**src/rtl/core/twa_pkg.sv**
```systemverilog
// ============================================================================
// twa_pkg: shared types and constants of the three-axis window average
// Payload structs of both channels, the internal operation record passed
// from the front part to the back part, and the derived widths.
// ============================================================================
package twa_pkg;

    // Ring depth in samples. Must be a power of two (2 .. 1024): the mean
    // is taken with an arithmetic shift.
    localparam int DEPTH     = 16;
    localparam int LOG_DEPTH = $clog2(DEPTH);
    localparam int IDX_W     = (LOG_DEPTH < 1) ? 1 : LOG_DEPTH;
    localparam int FILL_W    = $clog2(DEPTH + 1);

    // Axis sample and running sum widths
    localparam int SAMPLE_W  = 16;
    localparam int SUM_W     = SAMPLE_W + LOG_DEPTH;
    localparam int POS_W     = 4;

    // Queue between the front and back parts
    localparam int QDEPTH    = 4;
    localparam int QPTR_W    = $clog2(QDEPTH);
    localparam int QCNT_W    = $clog2(QDEPTH + 1);

    // Item kinds
    localparam logic KIND_PUSH   = 1'b0;
    localparam logic KIND_REWIND = 1'b1;

    typedef struct packed {
        logic                       kind;
        logic signed [SAMPLE_W-1:0] sample_x;
        logic signed [SAMPLE_W-1:0] sample_y;
        logic signed [SAMPLE_W-1:0] sample_z;
    } twa_in_t;

    typedef struct packed {
        logic signed [SAMPLE_W-1:0] mean_x;
        logic signed [SAMPLE_W-1:0] mean_y;
        logic signed [SAMPLE_W-1:0] mean_z;
        logic        [POS_W-1:0]    position;
        logic                       wrapped;
    } twa_out_t;

    typedef struct packed {
        logic signed [SAMPLE_W-1:0] x;
        logic signed [SAMPLE_W-1:0] y;
        logic signed [SAMPLE_W-1:0] z;
    } twa_sample_t;

    // One classified item: new sample and the sample it displaces
    typedef struct packed {
        logic                    push;
        twa_sample_t             new_smp;
        twa_sample_t             old_smp;
        logic [POS_W-1:0]        position;
        logic                    wrapped;
    } twa_op_t;

endpackage

```
**src/rtl/core/twa_front.sv**
```systemverilog
// ============================================================================
// twa_front: input acceptance, write position and sample ring
// Accepts one item per cycle while the queue has room, steps the write
// position, writes the ring and reads the displaced sample in the same cycle.
// ============================================================================
module twa_front (
    input  logic                      clk,
    input  logic                      rst_n,
    input  logic                      in_valid,
    output logic                      in_ready,
    input  twa_pkg::twa_in_t          in_data,
    input  logic [twa_pkg::QCNT_W-1:0] q_count,
    output logic                      q_push,
    output twa_pkg::twa_op_t          q_data
);

    logic [twa_pkg::IDX_W-1:0]  widx_reg;
    logic [twa_pkg::IDX_W-1:0]  widx_next;
    logic [twa_pkg::FILL_W-1:0] fill_reg;
    logic [twa_pkg::FILL_W-1:0] fill_next;

    logic                       s1_valid_reg;
    logic                       s1_push_reg;
    twa_pkg::twa_sample_t       s1_new_reg;
    logic                       s1_old_ok_reg;
    logic [twa_pkg::POS_W-1:0]  s1_pos_reg;
    logic                       s1_wrap_reg;
    twa_pkg::twa_sample_t       rd_reg;

    twa_pkg::twa_sample_t       ring_mem [twa_pkg::DEPTH];

    logic                       accept;
    logic                       push;
    logic                       at_last;
    logic [twa_pkg::QCNT_W:0]   in_use;
    logic [twa_pkg::IDX_W+twa_pkg::POS_W-1:0] pos_ext;
    twa_pkg::twa_sample_t       new_smp;

    // Reserve a queue slot for the item in the read stage
    assign in_use   = {1'b0, q_count} + {{twa_pkg::QCNT_W{1'b0}}, s1_valid_reg};
    assign in_ready = (in_use < (twa_pkg::QCNT_W + 1)'(twa_pkg::QDEPTH));

    assign accept  = in_valid && in_ready;
    assign push    = accept && (in_data.kind == twa_pkg::KIND_PUSH);
    assign at_last = (widx_reg == twa_pkg::IDX_W'(twa_pkg::DEPTH - 1));

    assign new_smp.x = in_data.sample_x;
    assign new_smp.y = in_data.sample_y;
    assign new_smp.z = in_data.sample_z;

    // Advance or rewind the write position; grow the written prefix
    always_comb
    begin
        widx_next = widx_reg;
        fill_next = fill_reg;
        if (accept)
        begin
            if (in_data.kind == twa_pkg::KIND_REWIND || at_last)
                widx_next = '0;
            else
                widx_next = widx_reg + 1'b1;
        end
        if (push && (twa_pkg::FILL_W'(widx_reg) == fill_reg))
            fill_next = fill_reg + 1'b1;
    end

    // Report the low position bits, zero-extended for small rings
    assign pos_ext = {{twa_pkg::POS_W{1'b0}}, widx_next};

    always_ff @(posedge clk or negedge rst_n)
    begin
        if (!rst_n)
        begin
            widx_reg     <= '0;
            fill_reg     <= '0;
            s1_valid_reg <= 1'b0;
        end
        else
        begin
            widx_reg     <= widx_next;
            fill_reg     <= fill_next;
            s1_valid_reg <= accept;
        end
    end

    // Hold the classified item for the read stage
    always_ff @(posedge clk)
    begin
        if (accept)
        begin
            s1_push_reg   <= (in_data.kind == twa_pkg::KIND_PUSH);
            s1_new_reg    <= new_smp;
            s1_old_ok_reg <= (twa_pkg::FILL_W'(widx_reg) < fill_reg);
            s1_pos_reg    <= pos_ext[twa_pkg::POS_W-1:0];
            s1_wrap_reg   <= push && at_last;
        end
    end

    // Ring: read the displaced sample and write the new one in the same cycle
    always_ff @(posedge clk)
    begin
        if (push)
            ring_mem[widx_reg] <= new_smp;
        if (accept)
            rd_reg <= ring_mem[widx_reg];
    end

    // Slots never written since reset read as zero
    assign q_push           = s1_valid_reg;
    assign q_data.push      = s1_push_reg;
    assign q_data.new_smp   = s1_new_reg;
    assign q_data.old_smp   = s1_old_ok_reg ? rd_reg : '0;
    assign q_data.position  = s1_pos_reg;
    assign q_data.wrapped   = s1_wrap_reg;

endmodule

```
**src/rtl/core/twa_queue.sv**
```systemverilog
// ============================================================================
// twa_queue: short FIFO between the front and back parts
// Holds classified items so the back part can stall on the output channel
// without stopping the ring update.
// ============================================================================
module twa_queue (
    input  logic                       clk,
    input  logic                       rst_n,
    input  logic                       wr_en,
    input  twa_pkg::twa_op_t           wr_data,
    input  logic                       rd_en,
    output twa_pkg::twa_op_t           rd_data,
    output logic [twa_pkg::QCNT_W-1:0] count
);

    twa_pkg::twa_op_t              entry_reg [twa_pkg::QDEPTH];
    logic [twa_pkg::QPTR_W-1:0]    wr_ptr_reg;
    logic [twa_pkg::QPTR_W-1:0]    rd_ptr_reg;
    logic [twa_pkg::QCNT_W-1:0]    count_reg;
    logic [twa_pkg::QCNT_W-1:0]    count_next;

    always_comb
    begin
        unique case ({wr_en, rd_en})
            2'b10:   count_next = count_reg + 1'b1;
            2'b01:   count_next = count_reg - 1'b1;
            default: count_next = count_reg;
        endcase
    end

    // Advance pointers and count
    always_ff @(posedge clk or negedge rst_n)
    begin
        if (!rst_n)
        begin
            wr_ptr_reg <= '0;
            rd_ptr_reg <= '0;
            count_reg  <= '0;
        end
        else
        begin
            if (wr_en)
                wr_ptr_reg <= wr_ptr_reg + 1'b1;
            if (rd_en)
                rd_ptr_reg <= rd_ptr_reg + 1'b1;
            count_reg <= count_next;
        end
    end

    // Store entries
    always_ff @(posedge clk)
    begin
        if (wr_en)
            entry_reg[wr_ptr_reg] <= wr_data;
    end

    assign rd_data = entry_reg[rd_ptr_reg];
    assign count   = count_reg;

endmodule

```
**src/rtl/core/twa_back.sv**
```systemverilog
// ============================================================================
// twa_back: running sums, mean and output register
// Pops one item per cycle while the output register is free or drained,
// updates the per-axis sums and registers the result beat.
// ============================================================================
module twa_back (
    input  logic                       clk,
    input  logic                       rst_n,
    input  twa_pkg::twa_op_t           q_data,
    input  logic [twa_pkg::QCNT_W-1:0] q_count,
    output logic                       q_pop,
    output logic                       out_valid,
    input  logic                       out_ready,
    output twa_pkg::twa_out_t          out_data
);

    logic signed [twa_pkg::SUM_W-1:0] sum_x_reg, sum_y_reg, sum_z_reg;
    logic signed [twa_pkg::SUM_W-1:0] sum_x_next, sum_y_next, sum_z_next;
    logic                             out_valid_reg;
    twa_pkg::twa_out_t                out_reg;
    twa_pkg::twa_out_t                out_next;

    // Widen a sample to sum width
    function automatic logic signed [twa_pkg::SUM_W-1:0] widen(
        input logic signed [twa_pkg::SAMPLE_W-1:0] v
    );
        return {{(twa_pkg::SUM_W - twa_pkg::SAMPLE_W){v[twa_pkg::SAMPLE_W-1]}}, v};
    endfunction

    // Divide by the ring depth, truncating toward zero
    function automatic logic signed [twa_pkg::SAMPLE_W-1:0] mean_of(
        input logic signed [twa_pkg::SUM_W-1:0] s
    );
        logic signed [twa_pkg::SUM_W-1:0] adj;
        adj = s + (s[twa_pkg::SUM_W-1] ? twa_pkg::SUM_W'(twa_pkg::DEPTH - 1)
                                       : {twa_pkg::SUM_W{1'b0}});
        return adj[twa_pkg::LOG_DEPTH +: twa_pkg::SAMPLE_W];
    endfunction

    assign q_pop = (q_count != '0) && (!out_valid_reg || out_ready);

    // Add the new sample and drop the displaced one
    always_comb
    begin
        sum_x_next = sum_x_reg;
        sum_y_next = sum_y_reg;
        sum_z_next = sum_z_reg;
        if (q_data.push)
        begin
            sum_x_next = sum_x_reg + widen(q_data.new_smp.x) - widen(q_data.old_smp.x);
            sum_y_next = sum_y_reg + widen(q_data.new_smp.y) - widen(q_data.old_smp.y);
            sum_z_next = sum_z_reg + widen(q_data.new_smp.z) - widen(q_data.old_smp.z);
        end
        out_next.mean_x   = mean_of(sum_x_next);
        out_next.mean_y   = mean_of(sum_y_next);
        out_next.mean_z   = mean_of(sum_z_next);
        out_next.position = q_data.position;
        out_next.wrapped  = q_data.wrapped;
    end

    always_ff @(posedge clk or negedge rst_n)
    begin
        if (!rst_n)
        begin
            sum_x_reg     <= '0;
            sum_y_reg     <= '0;
            sum_z_reg     <= '0;
            out_valid_reg <= 1'b0;
        end
        else
        begin
            if (q_pop)
            begin
                sum_x_reg <= sum_x_next;
                sum_y_reg <= sum_y_next;
                sum_z_reg <= sum_z_next;
            end
            if (q_pop)
                out_valid_reg <= 1'b1;
            else if (out_ready)
                out_valid_reg <= 1'b0;
        end
    end

    // Load the result beat
    always_ff @(posedge clk)
    begin
        if (q_pop)
            out_reg <= out_next;
    end

    assign out_valid = out_valid_reg;
    assign out_data  = out_reg;

endmodule

```
**src/rtl/core/triaxial_window_average.sv**
```systemverilog
// ============================================================================
// triaxial_window_average: three-axis moving average over a sample ring
// Top level joining the front part, the item queue and the back part.
// ============================================================================
// Usage:
//   Input channel in_valid / in_ready / in_data carries one item per beat:
//   kind push stores (sample_x, sample_y, sample_z) at the write position and
//   advances it; kind rewind sets the position to zero and keeps the ring.
//   Output channel out_valid / out_ready / out_data returns exactly one beat
//   per item, in order: the per-axis mean over all ring slots (truncated
//   toward zero), the write position after the item and the wrap flag.
//   Throughput: one item per cycle while out_ready stays high. The ring is
//   written and the displaced sample read in the same cycle, so successive
//   pushes never wait on the ring. Each item passes the ring read stage,
//   the queue and the sum update into the output register, which raises out_valid.
//   When the receiver stalls, the four-entry queue and the output register
//   absorb items; in_ready drops once the queue and the read stage hold four.
//   Reset clears position, sums and handshake state at once; the ring is
//   treated as all zero through a written-prefix count, so no clearing pass
//   is needed and items are accepted in the first cycle after reset.
// ============================================================================
module triaxial_window_average (
    input  logic               clk,
    input  logic               rst_n,
    input  logic               in_valid,
    output logic               in_ready,
    input  twa_pkg::twa_in_t   in_data,
    output logic               out_valid,
    input  logic               out_ready,
    output twa_pkg::twa_out_t  out_data
);

    logic                       q_push;
    logic                       q_pop;
    twa_pkg::twa_op_t           q_wr_data;
    twa_pkg::twa_op_t           q_rd_data;
    logic [twa_pkg::QCNT_W-1:0] q_count;

    twa_front u_front (
        .clk      (clk),
        .rst_n    (rst_n),
        .in_valid (in_valid),
        .in_ready (in_ready),
        .in_data  (in_data),
        .q_count  (q_count),
        .q_push   (q_push),
        .q_data   (q_wr_data)
    );

    twa_queue u_queue (
        .clk     (clk),
        .rst_n   (rst_n),
        .wr_en   (q_push),
        .wr_data (q_wr_data),
        .rd_en   (q_pop),
        .rd_data (q_rd_data),
        .count   (q_count)
    );

    twa_back u_back (
        .clk       (clk),
        .rst_n     (rst_n),
        .q_data    (q_rd_data),
        .q_count   (q_count),
        .q_pop     (q_pop),
        .out_valid (out_valid),
        .out_ready (out_ready),
        .out_data  (out_data)
    );

    // Every accepted item reaches the queue on the next edge
    assert property (@(posedge clk) disable iff (!rst_n)
        (in_valid && in_ready) |=> q_push)
        else $error("accepted item did not reach the queue");

    // The credit check keeps the queue from overflowing
    assert property (@(posedge clk) disable iff (!rst_n)
        !(q_push && !q_pop && (q_count == twa_pkg::QCNT_W'(twa_pkg::QDEPTH))))
        else $error("queue overflow");

    // Never pop an empty queue
    assert property (@(posedge clk) disable iff (!rst_n)
        q_pop |-> (q_count != '0))
        else $error("queue underflow");

endmodule
```
**config.mk**
```make
export PLATFORM = sky130hd
export DESIGN_NAME = triaxial_window_average
export DESIGN_NICKNAME = d
export VERILOG_FILES = /design/src/rtl/core/twa_pkg.sv /design/src/rtl/core/twa_front.sv /design/src/rtl/core/twa_queue.sv /design/src/rtl/core/twa_back.sv /design/src/rtl/core/triaxial_window_average.sv
export SDC_FILE = /design/constraint.sdc
export NUM_CORES = 2
export LEC_CHECK = 0
export ABC_AREA = 1
export BUFFER_PORTS_ARGS = -buffer_cell sky130_fd_sc_hd__buf_2
export CAP_MARGIN = 20
export CELL_PAD_IN_SITES_DETAIL_PLACEMENT = 0
export CELL_PAD_IN_SITES_GLOBAL_PLACEMENT = 2
export CORE_MARGIN = 1.5
export CORE_UTILIZATION = 43
export CTS_BUF_LIST = sky130_fd_sc_hd__clkbuf_4
export DETAILED_ROUTE_END_ITERATION = 8
export PLACE_DENSITY = 0.85
export SETUP_SLACK_MARGIN = 0.5
export SLEW_MARGIN = 15
export SYNTH_ARGS = -nofsm -noshare
export SYNTH_HDL_FRONTEND = slang
export SYNTH_SLANG_ARGS = --single-unit
```
**constraint.sdc**
```tcl
create_clock -name clk -period 9.79 [get_ports clk]
set_input_delay 0.4895 -clock clk [delete_from_list [all_inputs] [get_ports clk]]
set_output_delay 0.4895 -clock clk [all_outputs]
set_load 0.01 [all_outputs]
```
==> flow_metrics.env <==
export IMPL_outcome="complete, no violations"
export IMPL_netlist_area_um2=60120
export IMPL_groute_usage_overall_pct=21.09
export IMPL_hpwl_um=82820
export IMPL_hold_viol_final=0
export IMPL_synth_top_family_by_area="simple AND/OR/NAND/NOR gates"
export IMPL_fin_crit_ns=6.171
export IMPL_grt_pass1_wl_um=226800
export IMPL_core_area_um2=139200
export IMPL_rsz0062_at_grt="no"
export IMPL_async_reset_ff_share_pct=5.532
export IMPL_synth_top_area_share_pct=66.53
export IMPL_detail_route_first_pass_iterations=5
export IMPL_seq_area_frac_synth_pct=69.78
export IMPL_io_pins=108
export IMPL_via_count=39130
export IMPL_rows=137
export IMPL_cts_tree="yes"
export IMPL_synth_area_per_cell_um2=12.03
export IMPL_final_area_um2=67550
export IMPL_cts_buffers=367
export IMPL_die_x_um=376.9
export IMPL_multi_input_area_um2=15830
export IMPL_drtIter0Drc=3254
export IMPL_ant_nets=0
export IMPL_fmax_mhz=162.1
export IMPL_synth_compound_area_share_pct=9.769
export IMPL_place_area_um2=62550
export IMPL_synth_fa_ha_area_share_pct=3.596
export IMPL_utilization_pct=48.53
export IMPL_area_growth_pct=12.35
export IMPL_nNetsFinal=5521
export IMPL_yosysTopAreaCell="edfxtp_1"
export IMPL_yosysWarnings=0
export IMPL_drv_cap=0
export IMPL_synth_xor_area_share_pct=0.7721
export IMPL_grt_antenna_before_repair=15
export IMPL_cts_clk_slew_worst_paths_ns=0.07
export IMPL_finClkSkew_ns=0.1176
export IMPL_drc_errors=0
export IMPL_cts_root_buf="clkbuf_4"
export IMPL_syn_num_nets=5187
export IMPL_gp_congestion=0.8398
export IMPL_start_util_pct=43.19
export IMPL_critPathCaptureType="flip-flop"
export IMPL_post_cts_setup_buffers=0
export IMPL_hold_path_class="in -> reg"
export IMPL_cts_max_level=5
export IMPL_wirelength_um=150100
export IMPL_critical_path_class="reg -> reg"
export IMPL_synth_mux_area_fraction_pct=0
export IMPL_synth_cell_types=58
export IMPL_die_area_um2=142100
export IMPL_synth_seq_cells=1410
export IMPL_cts_num_sinks=1410
export IMPL_clk_latency_ns=1.31
export IMPL_setup_viol=0
export IMPL_tns_ns=0
export IMPL_synthTopCellsByArea="edfxtp_1, nand2_1, o21ai_0, nor2_1, dfrtp_1"
export IMPL_first_global_vias=37850
export IMPL_finalCritPeriodShare_pct=63.03
export IMPL_die_y_um=376.9
export IMPL_netlist_instances=4996
export IMPL_drive_above_1_share_pct=14.17
export IMPL_vias_per_cell=5.234
export IMPL_relSlewSlack_pct=25.67
export IMPL_grt_overflow=0
export IMPL_cp_start_kind="flip-flop"
export IMPL_wl_per_cell_um=20.08
export IMPL_largest_reg_flops=768
export IMPL_synth_edf_count=1332
export IMPL_synth_simple_area_share_pct=11.94
export IMPL_worst_path_max_fanout=83
export IMPL_clock_path_buffers=4
export IMPL_finalMaxSlewViolations=0
export IMPL_fillers=12730
export IMPL_synth_ff_type="edfxtp_1"
export IMPL_register_area_um2=41960
export IMPL_io_buffers=107
export IMPL_crit_arrival_ns=7.12
export IMPL_tightest_slew_ns=1.115
export IMPL_critPathRequiredTime_ns=10.74
export IMPL_grt_start_max_net_pins=197
[cells by family after synthesis]
| logic type | after synthesis |
|---|---|
| adders and majority gates | 138 |
| DFF | 1410 |
| and+or+nand+nor | 1715 |
| AOI/OAI and AO/OA | 1041 |
| buffers and inverters | 639 |
| xor gates and xnor gates | 53 |
[layout by cell type (no fill, tap or decap), types with 12 or more instances in the layout]
master / n
a21oi_1: 115
nand2_2: 16
diode_2: 12
nand3_2: 16
o22ai_1: 246
nor2_1: 613
buf_4: 47
nor2_4: 22
a32o_1: 42
clkinv_1: 102
clkbuf_4: 508
xor2_1: 39
xnor2_1: 14
inv_1: 377
nand2_1: 805
nand4_1: 78
o21ai_0: 587
nand3_1: 114
ha_1: 80
dlygate4sd3_1: 55
buf_2: 106
fa_1: 58
edfxtp_1: 1332
dfrtp_1: 74
[synth_stat cells, types with 4 or more instances]
library cell / number
nor3_1: 10
buf_1: 13
and2_1: 5
o21bai_1: 7
nor2_2: 9
nand3_2: 16
nor2_4: 4
o22ai_1: 246
a31oi_1: 4
nand2_1: 805
o21ai_0: 587
dfrtp_1: 78
buf_6: 7
edfxtp_1: 1332
o21ai_2: 6
nor2_1: 631
clkbuf_1: 218
nand3b_1: 6
nand4_1: 78
ha_1: 80
xnor2_1: 14
nand2_2: 16
a32o_1: 42
nand3_1: 114
o21ai_1: 11
inv_1: 386
fa_1: 58
a21oi_1: 115
inv_2: 5
a21oi_2: 4
a32oi_1: 6
xor2_1: 39
buf_2: 4
[critical path, cell delays in order, from the launching register on]
cell and delay, ns:
dfrtp_4 0.75, inv_6 0.46, buf_4 0.75, nand2_1 0.10
a32oi_1 0.43, inv_1 0.25, fa_1 0.55, inv_1 0.05
ha_1 0.34, nand2_1 0.09, nand2_1 0.07, nand3_1 0.07
nand2_1 0.05, nor2_1 0.22, nand3_1 0.11, nand2_1 0.07
nand3_1 0.10, nand2_1 0.16, inv_1 0.07, ha_1 0.30
nand2_1 0.05, nand3b_1 0.15, nand2_1 0.13, nand2_4 0.11
nor2_4 0.16, nand2_1 0.08, xor2_1 0.14
[path summary, 6_finish.rpt]
kind | slack [ns] | end | cells past startpoint | startpoint
max | 3.62 | u_back.out_data[12] | 26 | u_queue.rd_ptr_reg[0]
min | 0.17 | u_front.ring_mem[15][24] | 2 | in_data[24]
max reg2reg | 3.62 | u_back.out_data[12] | 26 | u_queue.rd_ptr_reg[0]
min reg2reg | 0.48 | u_queue.count[0] | 1 | u_queue.count[0]
max in group asynchronous | 8.55 | u_queue.rd_ptr_reg[0] | 4 | rst_n
min in group asynchronous | 0.30 | u_front.widx_reg[1] | 4 | rst_n
[metal layers]
metal / share of wire (%) / vias to the layer above / track usage (%)
met2: 45 / 1314 / 32.05
li1: - / 18630 / -
met3: 7.4 / 211 / 4.937
met1: 46 / 18970 / 30.43
met4: 1.5 / 16 / 5.615
met5: 0.067 / - / 0
[layout make-up]
type	count	area share, %
Antenna cell	12	0.04446
Tap cell	1876	3.475
Inverter	393	2.238
Clock inverter	119	0.8335
Sequential cell	1410	62.12
Clock buffer	508	5.646
Multi-Input combinational cell	2947	23.43
Timing Repair Buffer	211	2.212
[per-stage QoR]
stage | hold slack, ns | cells | setup slack (ns)
floorplan | 0.1939 | 4996 | 5.246
finish | 0.1712 | 7476 | 3.619
CTS | 0.01587 | 7463 | 3.652
global route | 0.03801 | 7471 | 3.142
detailed placement | 0.4502 | 6780 | 3.693
global placement | 0.4488 | 6780 | 3.729
[what timing repair did]
item / CTS / global route
hold endpoints to repair: 919 / 0
gates resized for setup: 0 / 0
hold buffers: 56 / 0
Power is not shown: default switching activity piles up to over one toggle a cycle in this logic, so the estimate is an artifact.
